<file path="config.mk">
export PLATFORM = sky130hd
export DESIGN_NAME = ssd_mul
export DESIGN_NICKNAME = d
export VERILOG_FILES = /design/src/design/ssd_pkg.sv /design/src/design/ssd_mul.sv
export SDC_FILE = /design/constraint.sdc
export NUM_CORES = 2
export LEC_CHECK = 0
export ABC_CLOCK_PERIOD_IN_PS = 8710
export BUFFER_PORTS_ARGS = -buffer_cell sky130_fd_sc_hd__buf_2
export CAP_MARGIN = 15
export CORE_MARGIN = 4
export CORE_UTILIZATION = 61
export CTS_BUF_LIST = sky130_fd_sc_hd__clkbuf_4 sky130_fd_sc_hd__clkbuf_8
export CTS_CLUSTER_SIZE = 16
export DETAILED_ROUTE_END_ITERATION = 10
export HOLD_SLACK_MARGIN = 0.03
export PLACE_DENSITY = 0.86
export SLEW_MARGIN = 20
export SYNTH_ARGS = -nofsm -noshare
export SYNTH_HDL_FRONTEND = slang
export SYNTH_SLANG_ARGS = --single-unit
</file>
<file path="constraint.sdc">
create_clock -name i_clk -period 8.71 [get_ports i_clk]
set_input_delay 0.871 -clock i_clk [delete_from_list [all_inputs] [get_ports i_clk]]
set_output_delay 0.871 -clock i_clk [all_outputs]
set_load 0.005 [all_outputs]
</file>
<file path="src/design/ssd_pkg.sv">
package ssd_pkg;

    localparam int COORD_BITS      = 16;
    localparam int PARAM_FRAC_BITS = 16;

    localparam int CW     = COORD_BITS;
    localparam int DW     = CW + 1;
    localparam int PW     = 2 * DW;
    localparam int SW     = PW + 2;
    localparam int FB     = PARAM_FRAC_BITS;
    localparam int QW     = FB + 1;
    localparam int UPW    = DW + QW + 1;
    localparam int CMP_W  = DW + FB + 2;
    localparam int MIW    = (SW > CMP_W) ? SW : CMP_W;
    localparam int MW     = 2 * MIW;
    localparam int DIST_W = 36;

    // stage counts
    localparam int DIV_LAT = FB + 1;
    localparam int VEC_DLY = 8 + DIV_LAT;
    localparam int LAT     = VEC_DLY + 5;

    typedef logic signed [CW-1:0]    t_coord;
    typedef logic signed [DW-1:0]    t_diff;
    typedef logic signed [PW-1:0]    t_prod;
    typedef logic signed [SW-1:0]    t_dot;
    typedef logic signed [MIW-1:0]   t_mop;
    typedef logic signed [MW-1:0]    t_wide;
    typedef logic signed [UPW-1:0]   t_uprod;
    typedef logic [QW-1:0]           t_param;
    typedef logic [DIST_W-1:0]       t_dist;

    localparam t_param PARAM_ONE = t_param'(2 ** FB);

    typedef struct packed {
        t_diff [2:0] u;
        t_diff [2:0] v;
        t_diff [2:0] w;
    } t_vec;

    typedef struct packed {
        t_dot a;
        t_dot b;
        t_dot c;
        t_dot d;
        t_dot e;
    } t_dots;

endpackage

</file>
<file path="src/design/ssd_mul.sv">
module ssd_mul (
    input  logic         i_clk,
    input  logic         i_en,
    input  ssd_pkg::t_mop  i_x,
    input  ssd_pkg::t_mop  i_y,
    output ssd_pkg::t_wide o_p
);
    import ssd_pkg::*;

    localparam int H = MIW / 2;

    // split y into an unsigned low half and a signed high half
    logic signed [MIW+H:0]       r_lo;
    logic signed [2*MIW-H-1:0]   r_hi;
    t_wide                       r_p;

    always_ff @(posedge i_clk) begin
        if (i_en) begin
            r_lo <= i_x * $signed({1'b0, i_y[H-1:0]});
            r_hi <= i_x * $signed(i_y[MIW-1:H]);
            r_p  <= (t_wide'(r_hi) <<< H) + t_wide'(r_lo);
        end
    end

    assign o_p = r_p;

endmodule

</file>
# ---- Word level (Yosys, flattened, before mapping)
# Index checks and enable logic that the tools add are counted.
dict set report word_totals {
  regBits 181
  inputBits 74
  output_inout_bits 72
  wordCells 6
}
dict set report op_classes {
  mul 2
  add_sub_neg 1
}
# cell n
set ops {}
lappend ops {{72-bit by 55-bit adder with 72-bit output} 1}
lappend ops {{36-bit by 19-bit multiplier with 55-bit output} 1}
lappend ops {{36-bit by 18-bit multiplier with 54-bit output} 1}

# ---- Depth between registers and ports, before layout
dict set report depth {
  word_depth 1
  mapped_depth 27
}

# ---- Worst setup path after synthesis
# Ideal clock, no wire load.
dict set report synth_timing {
  kind {input port to flip-flop}
  start {in i_y[27]}
  end {reg r_hi[39], data pin}
  setup_slack_ns 1.698
  stages 26
  t_arrival_ns 6.754
  t_required_ns 8.452
  setup_ns 0.258
  path_cell_list {clkbuf_1 clkbuf_1 nand2_1 fa_1 inv_1 fa_1 inv_1 fa_1 inv_1 fa_1 fa_1 inv_1 fa_1 inv_1 ha_1 buf_2 a21o_1 a311oi_1 o21bai_1 nor3_2 a211oi_1 and2_1 or3_1 a21oi_1 o21ba_2 xnor2_1}
}
dict set report synth_between {
  elab_chain_cells 1
}
# element line
set synth_lines {}
lappend synth_lines {{from (decl)} ssd_mul.sv:5} ;# input ssd_pkg::t_mop i_y,
lappend synth_lines {{36-bit by 18-bit multiplier with 54-bit output} ssd_mul.sv:20} ;# r_hi <= i_x * $signed(i_y[MIW-1:H]);
lappend synth_lines {{to (signal assigned)} ssd_mul.sv:20}
lappend synth_lines {{to (decl)} ssd_mul.sv:14} ;# logic signed [2*MIW-H-1:0] r_hi;
# Every way passes these cells.
# A chain may end at the register's enable or synchronous reset.

# ---- Worst setup path after layout
dict set report layout_timing {
  start {in i_x[6]}
  end {reg r_lo[53], data pin}
}
dict set report layout_between {
  elab_chain_cells 1
}
# element line
set layout_lines {}
lappend layout_lines {{from (decl)} ssd_mul.sv:4} ;# input ssd_pkg::t_mop i_x,
lappend layout_lines {{36-bit by 19-bit multiplier with 55-bit output} ssd_mul.sv:19} ;# r_lo <= i_x * $signed({1'b0, i_y[H-1:0]});
lappend layout_lines {{to (signal assigned)} ssd_mul.sv:19}
lappend layout_lines {{to (decl)} ssd_mul.sv:13} ;# logic signed [MIW+H:0] r_lo;
# Every way passes these cells.

==> metrics.md <==
| Metric | Value |
|---|---|
| Post-route DRC | `0` |
| Aggregate global routing overflow | `0` |
| Worst-margin pin slew | `1.02 ns` |
| Tot GR Track Use | `0.308` |
| Most used flip-flop cell after synthesis | `edfxtp_1` |
| Die Ht | `between 300 and 400 um` |
| Syn avg cell area | `9.31 um2` |
| Setup WS pre-CTS | `0.642 ns` |
| Chip Width | `303 um` |
| Min-delay src | `r_lo[12]$_DFFE_PP_` |
| Portion of the post-synthesis area used by sequential elements | `0.103` |
| Layout net count | `7,240` |
| Number of placed instances, taps included | `6,735` |
| Post-Layout Cell Count | `6,769` |
| Total Die Area | `91,600 um2` |
| Via count of the first global-routing pass | `43,300` |
| Hold-critical path endpoint | `o_p[12]$_DFFE_PP_` |
| Wire length per cell | `~19 um` |
| Number of nets with antenna violations after detailed routing | `0` |
| Capturing point of the worst reg2reg path | `o_p[70]$_DFFE_PP_` |
| Critical path required time | `approximately 9.0 ns` |
| Worst slew margin relative to its limit | `0.302` |
| Fmax | `0.130 GHz` |
| Vias post-DR | `38,400` |
| Flip-flop and latch count after synthesis | `approximately 180` |
| Share of layout cells above drive strength 1 | `0.0443` |
| Layout filler cell count | `6,553` |
| Post-synthesis async set-or-reset flop share | `0` |
| CTS Root Buffer Type | `clkbuf_8` |
| Buffers from clock root to sink, at most | `2` |
| Final routed wirelength across all metal layers | `132 mm` |
| Setup violation total in the final timing report | `0` |
| Launch point of the worst reg-to-reg path | `r_lo[18]$_DFFE_PP_` |
| Synth warnings | `0` |
| Synth cell types | `70` |
| Area fraction of the dominant cell type after synthesis | `0.469` |
| Count of final hold-check violations | `0` |
| Critical path type | `input port to flop` |
| Leading cell types in the layout, fill and taps excluded | `inv_1 (1,446), fa_1 (1,239), nand2_1 (780)` |
| Initial core utilization | `0.618` |
| Final RePlAce weighted congestion | `0.920` |
| Final cycle utilization of the critical path | `0.883` |
| Number of DRC markers after the initial detailed-route iteration | `3,075` |
| Data arrival, critical path | `8.02 ns` |
| H-tree Lvls | `4` |
| Status | `completed` |
| Setup repair after global routing missed its margin | `false` |
| Final total negative setup slack | `0 ns` |
| Setup slack, reg-to-reg | `4.86 ns` |
| TritonCTS clock tree | `done` |
| Instance count of the mapped netlist | `5,687` |
| Area grow syn2layout | `3.56%` |
| Clock Skew | `0.0321 ns` |
| Placed Area | `54,400 um2` |
| Number of input and output port buffers inserted | `145` |
| Hold Path Cell Cnt | `0` |
| Number of flops mapped to enable cells by yosys | `181` |
| Number of buffers inserted to repair setup after CTS | `0` |
| Post-CTS Hold Fix Bufs | `0` |
| Total standard cell area after synthesis | `52,900 um2` |
| Crit path capture type | `flop` |
| Most common library cell in the layout ignoring fill and taps | `inv_1` |
| First drt pass iteration count | `8` |
| Worst hold path class | `flop to flop` |
| HPWL after detailed placement | `106 mm` |
| Clock input transition at the sequential cells of the worst setup and hold paths | `0.12 ns` |
| Insertion delay of the later-clocked pin in the worst-skew pair | `0.60 ns` |
| Final Max Tran Viols | `0` |
| Clock sink count | `~180` |
| Final Instance Area | `54,800 um2` |
| Worst Slack Setup Final | `1.02 ns` |
| Placeable Area | `approximately 86,000 um2` |
| Shortest clock period the worst path allows after layout | `7.69 ns` |
| Inserted Clock Buffers | `17` |
| Mapped Nets | `about 7,300` |
| Largest net degree at the start of global routing | `101` |
| Cell taking the most area after synthesis | `fa_1` |
| Largest cells by area after synthesis | `fa_1 (47%), edfxtp_1 (10%), inv_1 (10%), ha_1 (7.5%), and2_1 (6.8%)` |
| Row count | `107` |
| MaxCap Viol Count | `0` |
| Max FO, Critical Path | `27` |
| Via-to-Cell Ratio | `5.67` |
| Post-CTS resize count | `0` |
| Wire length of the first global-routing pass | `219 mm` |
| Length in cells of the worst reg-to-reg path | `13` |
| Top-Level Pins | `about 150` |
| Antenna violations before repair | `7` |
| Category of the worst setup path launch point | `input port` |
worst max-delay path by stage:
stage,startpoint,endpoint,depth (start not counted)
final,i_x[6],r_lo[53]$_DFFE_PP_,23
after global routing,i_x[6],r_lo[53]$_DFFE_PP_,23
after CTS,i_x[6],r_lo[53]$_DFFE_PP_,22
after detailed placement,i_y[4],r_lo[53]$_DFFE_PP_,22
after global placement,i_x[6],r_lo[49]$_DFFE_PP_,21
after floorplan,i_y[27],r_hi[39]$_DFFE_PP_,26
cell usage after synthesis, types with 3 or more instances:
cell type,count
or2_2,3
or3_1,4
nor4_1,7
xnor2_1,112
a2111oi_0,4
buf_1,6
clkbuf_1,277
o21bai_1,24
o21ai_1,7
a21o_1,83
ha_1,317
nor3_1,19
o2111ai_1,3
fa_1,1239
nand2_1,780
and4_1,7
nor2_1,82
a31oi_1,18
inv_1,1446
xor2_1,46
o21a_1,22
a211oi_2,5
a21boi_0,6
a221oi_2,3
o221ai_1,3
a311oi_1,5
nor2b_1,18
o21ai_0,74
a21oi_1,143
nand4_1,18
a221oi_1,4
nand3b_1,4
a211oi_1,9
o31ai_1,9
o211ai_1,6
edfxtp_1,181
and3_1,23
nand2b_1,23
buf_2,7
nand3_1,27
and2_1,575
area by class of cell:
type                            instances  area (um2)  share of cell area
Sequential cell                       181        5440              0.0991
Inverter                             1446        5430              0.0990
Timing Repair Buffer                  194        1110              0.0202
Clock inverter                         15         205             0.00374
Tap cell                             1144        1430              0.0261
Antenna cell                            2        5.00           0.0000913
Clock buffer                           17         234             0.00427
Multi-Input combinational cell       3770       41000               0.747
critical path, stage by stage:
cell       delay, ns
buf_2           0.53
buf_4           0.32
and2_1          0.18
fa_1            0.42
inv_1           0.08
fa_1            0.43
fa_1            0.53
fa_1            0.58
inv_1           0.05
fa_1            0.49
fa_1            0.42
ha_1            0.50
nand2_1         0.08
o21ai_0         0.47
o2bb2ai_1       0.22
o31ai_1         0.12
buf_4           0.18
a31oi_1         0.32
o211ai_1        0.25
or3_1           0.43
o21ai_1         0.25
o31ai_1         0.13
xnor2_1         0.13
per-stage QoR:
step	util	hold slack [ns]
final	0.640	0.430
after global placement	0.635	0.401
after global routing	0.640	0.443
after detailed placement	0.635	0.405
after floorplan	-	0.400
after CTS	0.640	0.433
state kept, by name (all words and copies together) (netlist names):
register  count
o_p          72
r_lo         55
r_hi         54
layer usage:
metal,wire (um),global-route usage,vias to the layer above
li1,-,-,16500
met1,45200,0.352,19400
met2,65200,0.524,1876
met3,10600,0.0598,610
met4,10900,0.213,8
met5,50,0,-
kinds of logic after synthesis:
group,Yosys count,share of synthesized area
AND/OR/NAND/NOR,1599,0.148
adder cells (fa/ha/maj),1556,0.543
AO/OA/AOI/OAI,456,0.0563
buffers and inverters,1736,0.123
multiplexers,1,0.000189
XOR/XNOR,158,0.0261
flip-flops,181,0.103
Power is not shown: default switching activity piles up to over one toggle a cycle in this logic, so the estimate is an artifact.
